$ cat config.mk
export PLATFORM = sky130hd
export DESIGN_NAME = spi_port_transaction_master
export DESIGN_NICKNAME = d
export VERILOG_FILES = /design/src/hdl/sptm_pkg.sv /design/src/hdl/spi_port_transaction_master.sv
export SDC_FILE = /design/constraint.sdc
export NUM_CORES = 1
export LEC_CHECK = 0
export ABC_AREA = 1
export BUFFER_PORTS_ARGS = -buffer_cell sky130_fd_sc_hd__clkbuf_2
export CAP_MARGIN = 10
export CORE_ASPECT_RATIO = 0.5
export CORE_MARGIN = 2
export CORE_UTILIZATION = 59
export DETAILED_ROUTE_END_ITERATION = 16
export HOLD_SLACK_MARGIN = 0.12
export PLACE_DENSITY = 0.78
export SYNTH_ARGS = -nofsm -noshare
export SYNTH_HDL_FRONTEND = slang
export SYNTH_SLANG_ARGS = --single-unit
$ cat constraint.sdc
create_clock -name clk_i -period 8.2 [get_ports clk_i]
set_input_delay 1.23 -clock clk_i [delete_from_list [all_inputs] [get_ports clk_i]]
set_output_delay 1.23 -clock clk_i [all_outputs]
set_load 0.03 [all_outputs]
$ cat src/hdl/sptm_pkg.sv
package sptm_pkg;

  localparam int TableDepth = 8;
  localparam int TblIdxW    = $clog2(TableDepth);
  localparam int TblCntW    = $clog2(TableDepth + 1);
  localparam int MaxBytes   = 8;
  localparam int ByteCntW   = 4;
  localparam int IdW        = 64;
  localparam int SelW       = 4;
  localparam int PAddrW     = 3;

  localparam logic [2:0] ACT_READ  = 3'd0;
  localparam logic [2:0] ACT_WRITE = 3'd1;
  localparam logic [2:0] ACT_BYTE  = 3'd2;
  localparam logic [2:0] ACT_BIND  = 3'd3;
  localparam logic [2:0] ACT_CLEAR = 3'd4;

  localparam logic [2:0] ST_OK      = 3'd0;
  localparam logic [2:0] ST_NODEV   = 3'd1;
  localparam logic [2:0] ST_TIMEOUT = 3'd2;
  localparam logic [2:0] ST_BADACK  = 3'd3;
  localparam logic [2:0] ST_FULL    = 3'd4;
  localparam logic [2:0] ST_BUSY    = 3'd5;
  localparam logic [2:0] ST_UNEXP   = 3'd6;

  localparam logic       KIND_XFER   = 1'b0;
  localparam logic       KIND_FINISH = 1'b1;

  localparam logic [7:0] CMD_PORT_MASK  = 8'h7f;
  localparam logic [7:0] CMD_WRITE_FLAG = 8'h80;
  localparam logic [7:0] POLL_BYTE      = 8'hff;
  localparam logic [7:0] ACK_READ       = 8'hc0;
  localparam logic [7:0] ACK_WRITE      = 8'h80;

  localparam logic [7:0] RETRY_RESET = 8'd10;

  localparam logic [PAddrW-1:0] ADDR_RETRY_LIMIT = PAddrW'(0);

  typedef struct packed {
    logic        kind;
    logic [3:0]  sel;
    logic        active;
    logic [7:0]  obyte;
    logic [2:0]  status;
    logic [63:0] rdata;
  } res_t;

endpackage

$ cat src/hdl/spi_port_transaction_master.sv
// SPI port transaction master.
// Items arrive on the input channel (in_valid_i / in_stall_o) and results
// leave on the output channel (out_valid_o / out_stall_i); a transfer takes
// place at a clock edge where valid is high and stall is low. Every action
// except the unused codes yields exactly one result: either a byte transfer
// request for the bus or a finished result with a status.
// An item is taken in the idle state and worked in the execute state, so a new
// item is accepted only once the last one has left the execute state. A read or
// write request from idle scans the id table, which lives in a synchronous
// memory with one read port: each entry scanned costs a scan step (address),
// then a match step (compare). The retry limit register sits at address 0 of
// the APB-style port. Reset returns the sequencer to idle, empties the table
// and sets the retry limit to ten. Each result sits in an output register;
// while the receiver stalls, one further item is still accepted and worked up
// to the point of its result, which then waits until the register is free.
module spi_port_transaction_master (
  input  logic                         clk_i,
  input  logic                         rst_ni,
  input  logic                         in_valid_i,
  output logic                         in_stall_o,
  input  logic [2:0]                   action_i,
  input  logic [63:0]                  device_id_i,
  input  logic [6:0]                   port_i,
  input  logic [3:0]                   byte_count_i,
  input  logic [63:0]                  write_data_i,
  input  logic [3:0]                   bind_select_i,
  input  logic [7:0]                   bus_byte_i,
  output logic                         out_valid_o,
  input  logic                         out_stall_i,
  output logic                         kind_o,
  output logic [3:0]                   select_line_o,
  output logic                         select_active_o,
  output logic [7:0]                   out_byte_o,
  output logic [2:0]                   status_o,
  output logic [63:0]                  read_data_o,
  input  logic                         psel,
  input  logic                         penable,
  input  logic                         pwrite,
  input  logic [sptm_pkg::PAddrW-1:0]  paddr,
  input  logic [31:0]                  pwdata,
  output logic [31:0]                  prdata,
  output logic                         pready
);
  import sptm_pkg::*;

  typedef enum logic [1:0] {C_IDLE, C_SCAN, C_MATCH, C_EXEC} ctl_e;
  typedef enum logic [2:0] {PH_IDLE, PH_RCMD, PH_RPOLL, PH_RDATA, PH_WCMD, PH_WPOLL} phase_e;

  localparam int EntryW = IdW + SelW;

  ctl_e                ctl_q, ctl_d;
  phase_e              phase_q, phase_d;
  logic [3:0]          asel_q, asel_d;
  logic [3:0]          acnt_q, acnt_d;
  logic [3:0]          bidx_q, bidx_d;
  logic [7:0]          poll_q, poll_d;
  logic [63:0]         wbuf_q, wbuf_d;
  logic [63:0]         rbuf_q, rbuf_d;
  logic [TblCntW-1:0]  ecnt_q, ecnt_d;
  logic [TblCntW-1:0]  sidx_q, sidx_d;
  logic                found_q, found_d;
  logic [3:0]          fsel_q, fsel_d;
  logic [7:0]          retry_q, retry_d;
  logic                ovld_q, ovld_d;
  res_t                out_q, out_d;

  logic [2:0]          act_q, act_d;
  logic [63:0]         id_q, id_d;
  logic [6:0]          port_q, port_d;
  logic [3:0]          cnt_q, cnt_d;
  logic [63:0]         wdat_q, wdat_d;
  logic [3:0]          bsel_q, bsel_d;
  logic [7:0]          bbyte_q, bbyte_d;

  logic [EntryW-1:0]   tbl_mem [TableDepth];
  logic [EntryW-1:0]   tbl_rdata_q;
  logic                tbl_we;
  logic [TblIdxW-1:0]  tbl_waddr;
  logic [TblIdxW-1:0]  tbl_raddr;

  logic                out_free;
  logic                res_load;
  res_t                res;
  logic [7:0]          poll_inc;
  logic [7:0]          poll_ack;
  logic [63:0]         rbuf_new;
  logic [3:0]          bidx_inc;

  assign pready   = 1'b1;
  assign prdata   = (paddr == ADDR_RETRY_LIMIT) ? {24'd0, retry_q} : 32'd0;
  assign out_free = !ovld_q || !out_stall_i;
  assign in_stall_o = (ctl_q != C_IDLE);

  assign out_valid_o     = ovld_q;
  assign kind_o          = out_q.kind;
  assign select_line_o   = out_q.sel;
  assign select_active_o = out_q.active;
  assign out_byte_o      = out_q.obyte;
  assign status_o        = out_q.status;
  assign read_data_o     = out_q.rdata;

  assign tbl_raddr = sidx_q[TblIdxW-1:0];
  assign tbl_waddr = ecnt_q[TblIdxW-1:0];

  always_ff @(posedge clk_i) begin
    if (tbl_we) begin
      tbl_mem[tbl_waddr] <= {bsel_q, id_q};
    end
    tbl_rdata_q <= tbl_mem[tbl_raddr];
  end

  always_comb begin
    ctl_d    = ctl_q;
    phase_d  = phase_q;
    asel_d   = asel_q;
    acnt_d   = acnt_q;
    bidx_d   = bidx_q;
    poll_d   = poll_q;
    wbuf_d   = wbuf_q;
    rbuf_d   = rbuf_q;
    ecnt_d   = ecnt_q;
    sidx_d   = sidx_q;
    found_d  = found_q;
    fsel_d   = fsel_q;
    retry_d  = retry_q;
    act_d    = act_q;
    id_d     = id_q;
    port_d   = port_q;
    cnt_d    = cnt_q;
    wdat_d   = wdat_q;
    bsel_d   = bsel_q;
    bbyte_d  = bbyte_q;
    tbl_we   = 1'b0;
    res_load = 1'b0;
    poll_inc = poll_q + 8'd1;
    poll_ack = (phase_q == PH_RPOLL) ? ACK_READ : ACK_WRITE;
    bidx_inc = bidx_q + 4'd1;
    rbuf_new = rbuf_q | ({56'd0, bbyte_q} << {bidx_q[2:0], 3'b000});
    res.kind   = KIND_FINISH;
    res.sel    = (phase_q != PH_IDLE) ? asel_q : 4'd0;
    res.active = (phase_q != PH_IDLE);
    res.obyte  = 8'd0;
    res.status = ST_OK;
    res.rdata  = 64'd0;

    if (psel && penable && pwrite && (paddr == ADDR_RETRY_LIMIT)) begin
      retry_d = pwdata[7:0];
    end

    case (ctl_q)
      C_IDLE: begin
        if (in_valid_i) begin
          act_d   = action_i;
          id_d    = device_id_i;
          port_d  = port_i;
          cnt_d   = (byte_count_i > ByteCntW'(MaxBytes)) ? ByteCntW'(MaxBytes) : byte_count_i;
          wdat_d  = write_data_i;
          bsel_d  = bind_select_i;
          bbyte_d = bus_byte_i;
          if ((action_i == ACT_READ || action_i == ACT_WRITE) && phase_q == PH_IDLE) begin
            sidx_d  = '0;
            found_d = 1'b0;
            ctl_d   = C_SCAN;
          end else begin
            ctl_d = C_EXEC;
          end
        end
      end
      C_SCAN: begin
        if (sidx_q == ecnt_q) begin
          ctl_d = C_EXEC;
        end else begin
          ctl_d = C_MATCH;
        end
      end
      C_MATCH: begin
        if (tbl_rdata_q[IdW-1:0] == id_q) begin
          found_d = 1'b1;
          fsel_d  = tbl_rdata_q[EntryW-1:IdW];
          ctl_d   = C_EXEC;
        end else begin
          sidx_d = sidx_q + TblCntW'(1);
          ctl_d  = C_SCAN;
        end
      end
      C_EXEC: begin
        if (out_free) begin
          ctl_d    = C_IDLE;
          res_load = 1'b1;
          case (act_q)
            ACT_READ, ACT_WRITE: begin
              if (phase_q != PH_IDLE) begin
                res.status = ST_BUSY;
              end else if (!found_q) begin
                res.status = ST_NODEV;
              end else begin
                asel_d     = fsel_q;
                acnt_d     = cnt_q;
                bidx_d     = 4'd0;
                poll_d     = 8'd0;
                rbuf_d     = 64'd0;
                wbuf_d     = wdat_q;
                res.kind   = KIND_XFER;
                res.sel    = fsel_q;
                res.active = 1'b1;
                if (act_q == ACT_READ) begin
                  phase_d   = PH_RCMD;
                  res.obyte = {1'b0, port_q} & CMD_PORT_MASK;
                end else begin
                  phase_d   = PH_WCMD;
                  res.obyte = {1'b0, port_q} | CMD_WRITE_FLAG;
                end
              end
            end
            ACT_BYTE: begin
              res.kind   = KIND_XFER;
              res.sel    = asel_q;
              res.active = 1'b1;
              res.obyte  = POLL_BYTE;
              case (phase_q)
                PH_RCMD: begin
                  poll_d  = 8'd0;
                  phase_d = PH_RPOLL;
                end
                PH_RPOLL, PH_WPOLL: begin
                  poll_d = poll_inc;
                  if (poll_inc == retry_q || (bbyte_q != POLL_BYTE && bbyte_q != poll_ack)) begin
                    phase_d    = PH_IDLE;
                    res.kind   = KIND_FINISH;
                    res.active = 1'b0;
                    res.obyte  = 8'd0;
                    res.status = (poll_inc == retry_q) ? ST_TIMEOUT : ST_BADACK;
                  end else if (bbyte_q == poll_ack) begin
                    if (phase_q == PH_RPOLL && acnt_q != 4'd0) begin
                      bidx_d  = 4'd0;
                      phase_d = PH_RDATA;
                    end else begin
                      phase_d    = PH_IDLE;
                      res.kind   = KIND_FINISH;
                      res.active = 1'b0;
                      res.obyte  = 8'd0;
                      res.rdata  = (phase_q == PH_RPOLL) ? rbuf_q : 64'd0;
                    end
                  end
                end
                PH_RDATA: begin
                  rbuf_d = rbuf_new;
                  bidx_d = bidx_inc;
                  if (bidx_inc >= acnt_q) begin
                    phase_d    = PH_IDLE;
                    res.kind   = KIND_FINISH;
                    res.active = 1'b0;
                    res.obyte  = 8'd0;
                    res.rdata  = rbuf_new;
                  end
                end
                PH_WCMD: begin
                  if (bidx_q < acnt_q) begin
                    res.obyte = wbuf_q[{bidx_q[2:0], 3'b000} +: 8];
                    bidx_d    = bidx_inc;
                  end else begin
                    poll_d  = 8'd0;
                    phase_d = PH_WPOLL;
                  end
                end
                default: begin
                  res.kind   = KIND_FINISH;
                  res.sel    = 4'd0;
                  res.active = 1'b0;
                  res.obyte  = 8'd0;
                  res.status = ST_UNEXP;
                end
              endcase
            end
            ACT_BIND: begin
              if (ecnt_q >= TblCntW'(TableDepth)) begin
                res.status = ST_FULL;
              end else begin
                tbl_we = 1'b1;
                ecnt_d = ecnt_q + TblCntW'(1);
              end
            end
            ACT_CLEAR: begin
              ecnt_d = '0;
            end
            default: begin
              res_load = 1'b0;
            end
          endcase
        end
      end
      default: begin
        ctl_d = C_IDLE;
      end
    endcase

    ovld_d = res_load || (ovld_q && out_stall_i);
    out_d  = res_load ? res : out_q;
  end

  always_ff @(posedge clk_i or negedge rst_ni) begin
    if (!rst_ni) begin
      ctl_q   <= C_IDLE;
      phase_q <= PH_IDLE;
      asel_q  <= 4'd0;
      acnt_q  <= 4'd0;
      bidx_q  <= 4'd0;
      poll_q  <= 8'd0;
      wbuf_q  <= 64'd0;
      rbuf_q  <= 64'd0;
      ecnt_q  <= '0;
      sidx_q  <= '0;
      found_q <= 1'b0;
      fsel_q  <= 4'd0;
      retry_q <= RETRY_RESET;
      ovld_q  <= 1'b0;
      out_q   <= '0;
      act_q   <= 3'd0;
      id_q    <= 64'd0;
      port_q  <= 7'd0;
      cnt_q   <= 4'd0;
      wdat_q  <= 64'd0;
      bsel_q  <= 4'd0;
      bbyte_q <= 8'd0;
    end else begin
      ctl_q   <= ctl_d;
      phase_q <= phase_d;
      asel_q  <= asel_d;
      acnt_q  <= acnt_d;
      bidx_q  <= bidx_d;
      poll_q  <= poll_d;
      wbuf_q  <= wbuf_d;
      rbuf_q  <= rbuf_d;
      ecnt_q  <= ecnt_d;
      sidx_q  <= sidx_d;
      found_q <= found_d;
      fsel_q  <= fsel_d;
      retry_q <= retry_d;
      ovld_q  <= ovld_d;
      out_q   <= out_d;
      act_q   <= act_d;
      id_q    <= id_d;
      port_q  <= port_d;
      cnt_q   <= cnt_d;
      wdat_q  <= wdat_d;
      bsel_q  <= bsel_d;
      bbyte_q <= bbyte_d;
    end
  end

endmodule

==> metrics.yaml <==
instances_no_fill: 5189
insertion_delay_ps: 640
cts_resized: 0
fmax_mhz: 244
timing.final.crit_period_ps: 4100
synth_area_per_cell_sq_um: 10.4
grt_first_pass_wirelength_um: 153000
cts_buffers: 86
synth_cell_types: 50
clk_pin_slew_ps: 70
start_kind: "flop"
area_delta_synth_final_pct: 11.7
h-tree-depth: 3
ys.flop_type: "edfxtp_1"
ant_nets: 0
worst_hold_path.num_cells: 2
path_depth: 9
drt-total-wl_um: 97200
crit_path_cell_trace: "nor3_4 -> buf_4 -> nor2_1 -> nor3_2 -> inv_2 -> a21oi_4 -> buf_4 -> nand3_1 -> o21ai_1"
hold_violations: 0
path_delay_family: "buffers and inverters"
synth_cells: 4011
worst_path_max_delay_cell: "buf_4"
firstDrtPassIters: 6
rows: 68
crit_required_ps: 8760
internal-power_mw: 9.85
post_cts_buffers: 0
sequentialPowerShare_pct: 50.0
clockBufferDepth: 3
synth_top_area_cell: "edfxtp_1"
dpl-instance-area_sq_um: 43600
synth.most_common_cell: "nand2_1"
grt_max_degree: 151
combPwrFrac_pct: 20.9
vias_per_cell: 5.70
cap_violations: 0
holdBufCountCts: 0
relSlewSlack_pct: 22.4
hold_path.class: "reg2reg"
placedCellCount: 5027
crit_arrival_ps: 4660
report.final.setup_viol: 0
peakVddDrop_mv: 0.172
die_y_um: 192
die_w_um: 380
grt_overflow_total: 0
dp_hpwl_um: 52900
synth_edf_count: 544
max_stage_delay_ps: 820
finalMaxSlewViolations: 0
design.core.area_sq_um: 69400
rsz0062_at_grt: "false"
leakage_nw: 19.1
post_drt_wl_per_cell_um: 18.7
crit_type: "reg2reg"
r2r_cells: 9
r2r_slack_ps: 4100
crit_path_max_fanout: 86
synthTopCellsByCount: "nand2_1, nor2_1, edfxtp_1"
worst_slew_pin_slew_ps: 1160
synth_top_area_share_pct: 39.2
cts_tree: "done"
start_util_pct: 60.0
post-route-cell-area_sq_um: 46500
cp-end-kind: "flop"
finalSetupTns_ps: 0
via_count: 29600
grt_pass1_vias: 29200
finClkSkew_ps: 19.4
crit_buf_inv: 3
ios: 312
track_usage_pct: 26.5
ys_seq_area_share_pct: 67.1
ys_ff_latch: 1022
place_ws_ps: 3740
antenna_found_initial: 4
powerDensity_nw_per_um2: 313
crit_top_cell: "buf_4"
gp_congestion: 0.859
drive_gt1_share_pct: 11.9
clockRootBuffer: "clkbuf_16"
dieArea_sq_um: 72900
setup_ws_ps: 4100
swShare_pct: 32.3
async_flop_share_pct: 40.1
outcome: "finished clean"
synth_area_leaders: "edfxtp_1, dfrtp_1, nand2_1"
cts_sinks: 1022
yosys_warnings: 0
clockPowerShare_pct: 29.1
route.detailed.drc: 0
synth_area_sq_um: 41700
drt_iter0_drc: 2874
nNetsFinal: 4380
power.net_switching_mw: 4.69
hold_ws_ps: 468
io_buffers: 262
finalCritPeriodShare_pct: 50.0
## layer usage
metal | up-vias | track usage (%) | share of wire (%) | routed length (um)
li1 | 13900 | - | - | -
met1 | 14500 | 35.3 | 42 | 40700
met2 | 1018 | 45.7 | 50 | 48200
met3 | 188 | 3.47 | 5.7 | 5520
met4 | 0 | 8.99 | 2.8 | 2690
met5 | - | 0 | 0 | 0
## flip-flops by register name (all words and copies together), names as in the netlist, 4 cells and up
register / count
wdat_q: 64
fsel_q: 4
bsel_q: 4
poll_q: 8
bbyte_q: 8
tbl_rdata_q: 68
retry_q: 8
asel_q: 4
tbl_mem: 544
bidx_q: 4
out_byte_o: 8
sidx_q: 4
select_line_o: 4
wbuf_q: 64
acnt_q: 4
read_data_o: 64
id_q: 64
ecnt_q: 4
cnt_q: 4
port_q: 7
rbuf_q: 64
## cell usage in the layout (no fill, tap or decap), types with 21 or more instances in the layout
cell type | netlist | final
clkbuf_1 | 177 | 23
dfxtp_1 | 68 | 68
a21oi_1 | 84 | 84
dfrtp_1 | 408 | 406
clkbuf_2 | 0 | 261
mux2_2 | 32 | 32
clkbuf_16 | 0 | 86
o22ai_1 | 75 | 75
nand4_1 | 21 | 21
o21ai_1 | 79 | 78
nor2_1 | 559 | 554
nand3_1 | 126 | 126
nand2_1 | 830 | 830
inv_1 | 191 | 188
edfxtp_1 | 544 | 544
conb_1 | 2 | 25
xnor2_1 | 36 | 36
xor2_1 | 32 | 32
buf_4 | 31 | 40
a31oi_1 | 72 | 72
o21ai_0 | 521 | 521
## worst register-to-register path: cells and delay by family (launching register included)
kind	cells	cell delay [ps]
compound gates	2	910
flops	1	490
simple gates	4	910
buf+inv	3	1700
## logic make-up (layout without fill, tap and decap cells)
logic type      after synthesis  count (layout)  share of synthesized area [%]
mux                          32              32                          0.865
simple gates               1574            1574                           15.0
xor+xnor                     68              68                           1.43
compound gates              848             848                           10.8
buf+inv                     452             658                           4.42
flops                      1022            1022                           67.1
fa+ha+maj                    13              13                          0.391
other cells                   2              29                         0.0180
## final timing paths
path	to	start
setup / recovery	rbuf_q[59]	act_q[0]
hold / removal	fsel_q[0]	tbl_rdata_q[64]
setup reg to reg	rbuf_q[59]	act_q[0]
hold reg to reg	fsel_q[0]	tbl_rdata_q[64]
max in group asynchronous	port_q[2]	rst_ni
min in group asynchronous	wdat_q[21]	rst_ni
## cell type report
cell class	count	area, sq um
Sequential cell	1022	28000
Fill cell	5107	22900
Multi-Input combinational cell	2560	12000
Clock buffer	123	2430
Timing Repair Buffer	304	1670
Tap cell	945	1180
Inverter	197	753
Clock inverter	34	473
Antenna cell	4	10.0
## stage by stage
stage,util (%),power [mW]
after global placement,62.8,10.2
after floorplan,-,9.33
after global routing,67.0,15.3
after detailed placement,62.8,10.3
after CTS,66.9,14.6
final,67.0,14.5
## power groups by stage
stage          clock network, mW  logic (mW)  registers, mW
2_1_floorplan                  0        2.19           7.13
3_3_place_gp                   0        2.83           7.34
3_5_place_dp                   0        2.95           7.39
4_1_cts                     4.27        2.99           7.30
5_1_grt                     4.48        3.40           7.38
6_report                    4.24        3.03           7.27
Note: power is estimated with default switching activity, not from simulation.
